===== config.mk =====
export PLATFORM = sky130hd
export DESIGN_NAME = shfx_dp
export DESIGN_NICKNAME = d
export VERILOG_FILES = /design/src/shfx_pkg.sv /design/src/shfx_ram.sv /design/src/shfx_dp.sv
export SDC_FILE = /design/constraint.sdc
export NUM_CORES = 1
export LEC_CHECK = 0
export BUFFER_PORTS_ARGS = -buffer_cell sky130_fd_sc_hd__buf_2
export CAP_MARGIN = 20
export CELL_PAD_IN_SITES_DETAIL_PLACEMENT = 0
export CELL_PAD_IN_SITES_GLOBAL_PLACEMENT = 2
export CORE_MARGIN = 4
export CORE_UTILIZATION = 45
export DETAILED_ROUTE_END_ITERATION = 8
export GPL_TIMING_DRIVEN = 0
export MAX_ROUTING_LAYER = met4
export PLACE_DENSITY_LB_ADDON = 0.1
export SLEW_MARGIN = 10
export SYNTH_ARGS = -nofsm -noshare
export SYNTH_HDL_FRONTEND = slang
export SYNTH_SLANG_ARGS = --single-unit

===== constraint.sdc =====
create_clock -name clk -period 6.8 [get_ports clk]
set_clock_uncertainty 0.1 [all_clocks]
set_input_delay 0.68 -clock clk [delete_from_list [all_inputs] [get_ports clk]]
set_output_delay 0.68 -clock clk [all_outputs]
set_load 0.05 [all_outputs]

===== src/shfx_pkg.sv =====
`timescale 1ns / 1ps
`default_nettype none
// -----------------------------------------------------------------------------
// shfx_pkg
// Shared constants and controller/datapath handshake types for the sync header
// framer with XOR checksum.
// -----------------------------------------------------------------------------
package shfx_pkg;

	// Sync header, first byte at index 0
	localparam logic [3:0][7:0] SYNC_HDR = {8'hDD, 8'hCC, 8'hBB, 8'hAA};
	localparam int HDR_LEN = 4;

	// Controller to datapath
	typedef struct packed {
		logic clear_frame;   // header complete: restart count, checksum, assembly
		logic take_payload;  // accepted request is a payload byte
		logic start_dump;    // checksum good: read out the stored words
		logic send_error;    // checksum bad: load the error result
	} shfx_cmd_t;

	// Datapath to controller
	typedef struct packed {
		logic [HDR_LEN-1:0] hdr_hit;  // incoming byte equals header byte i
		logic               last_byte; // this payload byte fills the frame
		logic               xor_match; // incoming byte equals running checksum
		logic               out_free;  // result register can take a new result
		logic               dump_done; // final word moved into result register
	} shfx_status_t;

endpackage
`default_nettype wire


===== src/shfx_ram.sv =====
`timescale 1ns / 1ps
`default_nettype none
// -----------------------------------------------------------------------------
// shfx_ram
// Generic single-write, single-read RAM with registered read data.
// -----------------------------------------------------------------------------
module shfx_ram #(
	parameter int WIDTH = 32,
	parameter int DEPTH = 21,
	localparam int AW = (DEPTH > 1) ? $clog2(DEPTH) : 1
) (
	input  logic             clk,
	input  logic             we,
	input  logic [AW-1:0]    waddr,
	input  logic [WIDTH-1:0] wdata,
	input  logic             re,
	input  logic [AW-1:0]    raddr,
	output logic [WIDTH-1:0] rdata
);

	logic [WIDTH-1:0] mem_q [DEPTH];

	always_ff @(posedge clk) begin
		if (we) begin
			mem_q[waddr] <= wdata;
		end
		// hold read data when no read is issued
		if (re) begin
			rdata <= mem_q[raddr];
		end
	end

endmodule
`default_nettype wire


===== src/shfx_dp.sv =====
`timescale 1ns / 1ps
`default_nettype none
// -----------------------------------------------------------------------------
// shfx_dp
// Datapath: checksum, word assembly, payload store, readout and result register.
// -----------------------------------------------------------------------------
module shfx_dp
	import shfx_pkg::*;
#(
	parameter int PAYLOAD_WORDS = 21
) (
	input  logic         clk,
	input  logic         arst_n,
	input  logic [7:0]   rx_byte,
	input  shfx_cmd_t    cmd,
	output shfx_status_t status,
	input  logic         out_ready,
	output logic         out_valid,
	output logic [31:0]  payload_word,
	output logic [4:0]   word_index,
	output logic         frame_status,
	output logic         last_of_frame
);

	localparam int CW = $clog2(4 * PAYLOAD_WORDS + 1);
	localparam int AW = (PAYLOAD_WORDS > 1) ? $clog2(PAYLOAD_WORDS) : 1;
	localparam int RW = $clog2(PAYLOAD_WORDS + 1);
	localparam logic [CW-1:0] LAST_BYTE = CW'(4 * PAYLOAD_WORDS - 1);
	localparam logic [RW-1:0] LAST_WORD = RW'(PAYLOAD_WORDS - 1);

	logic [CW-1:0] count_q;
	logic [7:0]    xor_q;
	logic [31:0]   asm_q;
	logic [31:0]   asm_next;
	logic          wr_en;
	logic [AW-1:0] wr_addr;

	logic [RW-1:0] rd_idx_q;
	logic          dumping_q;
	logic          pend_s1;
	logic [RW-1:0] idx_s1;
	logic          issue;
	logic          load;
	logic [31:0]   rd_data;

	logic          out_valid_q;
	logic [31:0]   word_q;
	logic [4:0]    index_q;
	logic          status_q;
	logic          last_q;

	assign asm_next = {rx_byte, asm_q[31:8]};
	// a word completes on every fourth payload byte
	assign wr_en    = cmd.take_payload && (count_q[1:0] == 2'd3);
	assign wr_addr  = AW'(count_q >> 2);

	assign load  = pend_s1 && (!out_valid_q || out_ready);
	assign issue = dumping_q && (!pend_s1 || load);

	always_comb begin
		for (int i = 0; i < HDR_LEN; i++) begin
			status.hdr_hit[i] = (rx_byte == SYNC_HDR[i]);
		end
		status.last_byte = (count_q == LAST_BYTE);
		status.xor_match = (rx_byte == xor_q);
		status.out_free  = !out_valid_q || out_ready;
		status.dump_done = load && (idx_s1 == LAST_WORD);
	end

	always_ff @(posedge clk or negedge arst_n) begin
		if (!arst_n) begin
			count_q <= '0;
			xor_q   <= '0;
			asm_q   <= '0;
		end else if (cmd.clear_frame) begin
			count_q <= '0;
			xor_q   <= '0;
			asm_q   <= '0;
		end else if (cmd.take_payload) begin
			count_q <= count_q + 1'b1;
			xor_q   <= xor_q ^ rx_byte;
			asm_q   <= asm_next;
		end
	end

	shfx_ram #(
		.WIDTH(32),
		.DEPTH(PAYLOAD_WORDS)
	) u_store (
		.clk  (clk),
		.we   (wr_en),
		.waddr(wr_addr),
		.wdata(asm_next),
		.re   (issue),
		.raddr(rd_idx_q[AW-1:0]),
		.rdata(rd_data)
	);

	// readout: one read in flight, refilled as the result register drains
	always_ff @(posedge clk or negedge arst_n) begin
		if (!arst_n) begin
			rd_idx_q  <= '0;
			dumping_q <= 1'b0;
			pend_s1   <= 1'b0;
		end else begin
			if (cmd.start_dump) begin
				rd_idx_q  <= '0;
				dumping_q <= 1'b1;
			end else if (issue) begin
				rd_idx_q <= rd_idx_q + 1'b1;
				if (rd_idx_q == LAST_WORD) begin
					dumping_q <= 1'b0;
				end
			end
			if (issue) begin
				pend_s1 <= 1'b1;
			end else if (load) begin
				pend_s1 <= 1'b0;
			end
		end
	end

	always_ff @(posedge clk) begin
		if (issue) begin
			idx_s1 <= rd_idx_q;
		end
	end

	always_ff @(posedge clk or negedge arst_n) begin
		if (!arst_n) begin
			out_valid_q <= 1'b0;
		end else if (load || cmd.send_error) begin
			out_valid_q <= 1'b1;
		end else if (out_ready) begin
			out_valid_q <= 1'b0;
		end
	end

	always_ff @(posedge clk) begin
		if (load) begin
			word_q   <= rd_data;
			index_q  <= 5'(idx_s1);
			status_q <= 1'b0;
			last_q   <= (idx_s1 == LAST_WORD);
		end else if (cmd.send_error) begin
			word_q   <= '0;
			index_q  <= '0;
			status_q <= 1'b1;
			last_q   <= 1'b1;
		end
	end

	assign out_valid     = out_valid_q;
	assign payload_word  = word_q;
	assign word_index    = index_q;
	assign frame_status  = status_q;
	assign last_of_frame = last_q;

endmodule
`default_nettype wire


==> key figures <==
Global routing
  • GRT Resource Usage Total: 20.7%
  • Maximum number of pins on one net before global-route repair: 29
  • Antenna violations before repair: 1
  • Wire length of the first global-routing pass: 104 mm
  • Vias in the first global route: 15200
  • Residual overflow from global routing: 0

Yosys
  • Share of synthesized flip-flops with an asynchronous set or reset: 5.91%
  • Gate count after technology mapping: 1423
  • Post-Synthesis Net Count: 1441
  • Most instantiated cells after synthesis: edfxtp_1 (747), mux4_2 (160), nor2_1 (63), mux2i_1 (49), dfrtp_1 (47)
  • Post-synth EDFFs: 747
  • Area share of the leading cell type in the synthesized netlist: 73.9%
  • Cell types with the largest area share after synthesis: edfxtp_1 (74%), mux4_2 (12%), dfrtp_1 (3.9%)
  • Synthesized cell area: 30300 um^2
  • Ys flop type: edfxtp_1
  • Yosys warning total: 0
  • Register area share after synthesis: 77.9%
  • Unique cell type count in the Yosys netlist: 35
  • Mapped Avg Cell Area: 21.3 um^2
  • Register bit count reported by yosys: 795
  • Library cell occupying the most area in the post-synthesis netlist: edfxtp_1
  • Top-count cell post-synth: edfxtp_1

Critical path
  • Element type at the critical path start: flop
  • Category of the critical setup timing path: reg -> reg
  • Data arrival, critical path: 3320 ps
  • Largest fanout of any net on the critical path: 10
  • Worst EP required: 7070 ps
  • Slowest stage cell on the critical path: clkbuf_1
  • Crit-path cells: buf_2, clkbuf_1, mux4_2, mux2i_1, a211oi_1, a21o_1
  • Endpoint type of the worst setup path: flop
  • Largest stage delay on the critical path: 830 ps

STA
  • Transition time at the pin with the least slew margin: 1060 ps
  • Shortest clock period the worst path allows after layout: 3050 ps
  • Share of the cycle needed by the critical path after routing: 44.9%
  • Final setup violation count: 0
  • Setup TNS: 0 ps
  • Worst slew margin relative to its limit: 29.3%
  • RSZ-0062 raised after global routing: false
  • Final-report max-slew violation count: 0
  • Maximum clock frequency: 0.328 GHz
  • Count of endpoints failing hold in the final timing report: 0
  • Fin worst setup slack: 3750 ps

Floorplanning
  • X dimension of the die: 268 um
  • Effective utilization at floorplan: 45.7%
  • Std-Cell Core Area: 66300 um^2
  • Vert. Die Dim: 268 um
  • Number of cell rows: 94
  • I/O pin cnt: 63
  • Die Outline Area: 71600 um^2

Drt
  • Drc violations: 0
  • First DRT Iteration DRCs: 1165
  • Antenna-violating nets left: 0
  • Routed vias/inst: 5.68
  • Number of optimization iterations in the first detailed-route pass: 5
  • Detailed-route via count: 14400
  • Wire length per cell: 27.6 um
  • Total length of routed wires: 70.0 mm

Pwr
  • Sum of internal, switching and leakage power: 10.8 mW
  • Seq pwr share: 50.5%
  • Switching pwr: 2.32 mW
  • Clock Power Share: 43.6%
  • Pwr dens: 305 nW/um^2
  • Leakage power figure: 11.1 nW
  • Fraction of power spent switching nets: 21.5%
  • Max rail drop VDD: 0.000196 V
  • Cell-internal power: 8.45 mW
  • Combinational fraction of design power: 5.9%

Place
  • Final weighted congestion of routability-driven global placement: 0.722
  • Cell Area, Placed: 32400 um^2
  • Placed wire-length estimate after detailed placement: 47.1 mm
  • Number of I/O port buffers: 62
  • Post-placement setup slack: 3160 ps

Clock tree
  • Clock Tree Buf Depth: 3
  • Number of sinks handled by clock tree synthesis: 795
  • Clock latency on the worst-skew pair: 630 ps
  • CTS H-tree lvls: 3
  • Clock Root Buffer: clkbuf_16
  • Reg clk slew, reported paths: 60 ps
  • TritonCTS clock tree: built
  • Number of CTS-inserted buffers: 84

Cells and area
  • Post-route cell area: 35300 um^2
  • Layout cell share with drive strength beyond 1: 28.2%
  • Final #Nets: 1615
  • P&R area growth vs syn: 16.4%

Min path
  • Min-Delay Path Class: in -> reg

Status
  • Run status: completed

Run
  • Number of maximum-capacitance violations: 0
-- routing by layer --
layer  wire (um)  global-route usage (%)  up-vias
li1            -                       -     6232
met1       30300                    28.3     7704
met2       34300                    32.7      367
met3        3850                    3.45      103
met4        1530                    5.57        0
met5           0                       -        -
-- placed cells by master, fill, tap and decap left out, types with 5 or more instances in the layout --
cell type and count:
a211oi_1 32, a21o_1 33, a21oi_1 11, and3_1 37
buf_1 5, buf_12 15, buf_16 9, buf_2 86
buf_6 9, bufinv_16 12, clkbuf_1 58, clkbuf_16 86
clkinv_1 10, clkinv_2 18, clkinvlp_4 7, dfrtp_1 47
edfxtp_1 747, inv_6 5, mux2_2 32, mux2i_1 49
mux4_2 160, nand2_1 21, nand2b_1 11, nand3_1 5
nand4_1 6, nor2_1 43, nor2_4 20, o22ai_1 32
xnor2_1 10, xor2_1 14
-- registers in the layout, summed over array words and instances (netlist names) --
name	count
u_store.mem_q	672
last_of_frame	1
u_store.rdata	32
out_valid	1
xor_q	8
word_index	5
rd_idx_q	5
asm_q	24
frame_status	1
count_q	7
payload_word	32
dumping_q	1
pend_s1	1
idx_s1	5
-- final timing paths --
kind | start | end | slack [ps] | cells after the start
setup / recovery | rd_idx_q[1]$_DFFE_PN0P_ | u_store.rdata[26]$_DFFE_PP_ | 3750 | 6
hold / removal | cmd[0] | out_valid$_DFFE_PN0P_ | 200 | 3
setup reg to reg | rd_idx_q[1]$_DFFE_PN0P_ | u_store.rdata[26]$_DFFE_PP_ | 3750 | 6
hold reg to reg | rd_idx_q[3]$_DFFE_PN0P_ | idx_s1[3]$_DFFE_PP_ | 370 | 0
max in group asynchronous | arst_n | rd_idx_q[1]$_DFFE_PN0P_ | 5570 | 3
min in group asynchronous | arst_n | count_q[3]$_DFFE_PN0P_ | 450 | 2
-- critical path: cells and delay by family (launching register included) --
| family | cells | cell delay (ps) |
|---|---|---|
| flops | 1 | 400 |
| buf+inv | 2 | 1160 |
| mux | 2 | 800 |
| compound gates | 2 | 340 |
-- power by group through the flow --
stage | clock [mW] | sequential, mW | combinational [mW]
floorplan | 0 | 5.60 | 0.372
global placement | 0 | 5.54 | 0.636
detailed placement | 0 | 5.54 | 0.647
CTS | 4.80 | 5.44 | 0.649
global route | 5.03 | 5.44 | 0.685
finish | 4.70 | 5.44 | 0.636
-- per-stage QoR --
step | utilization, % | instances | hold WS, ps
floorplan | - | 1423 | 284
global placement | 47.8 | 2349 | 331
detailed placement | 48.9 | 2373 | 352
CTS | 53.2 | 2532 | 157
global route | 53.2 | 2533 | 188
finish | 53.2 | 2535 | 198
-- repair_timing --
action / in CTS / in global routing
hold buffers: 1 / 0
resized for setup: 0 / 0
endpoints found under the hold margin: 19 / 0
buffers inserted: 0 / 0
-- cell families after synthesis --
| group | Yosys count | share of synthesized area, % |
|---|---|---|
| xor+xnor | 24 | 0.693 |
| flops | 795 | 77.9 |
| buf+inv | 84 | 1.36 |
| fa+ha+maj | 3 | 0.124 |
| compound gates | 111 | 2.51 |
| mux | 241 | 14.7 |
| simple gates | 165 | 2.74 |
-- final cells by class --
type,count,area [um^2]
antenna,2,5.00
timing repair buffer,88,880
multi-input combinational,544,6450
fill,5259,31000
tap,864,1080
clock buffer,103,2230
buffer,81,402
inverter,3,11.3
sequential,795,23600
clock inverter,55,616
Note: power is estimated with default switching activity, not from simulation.
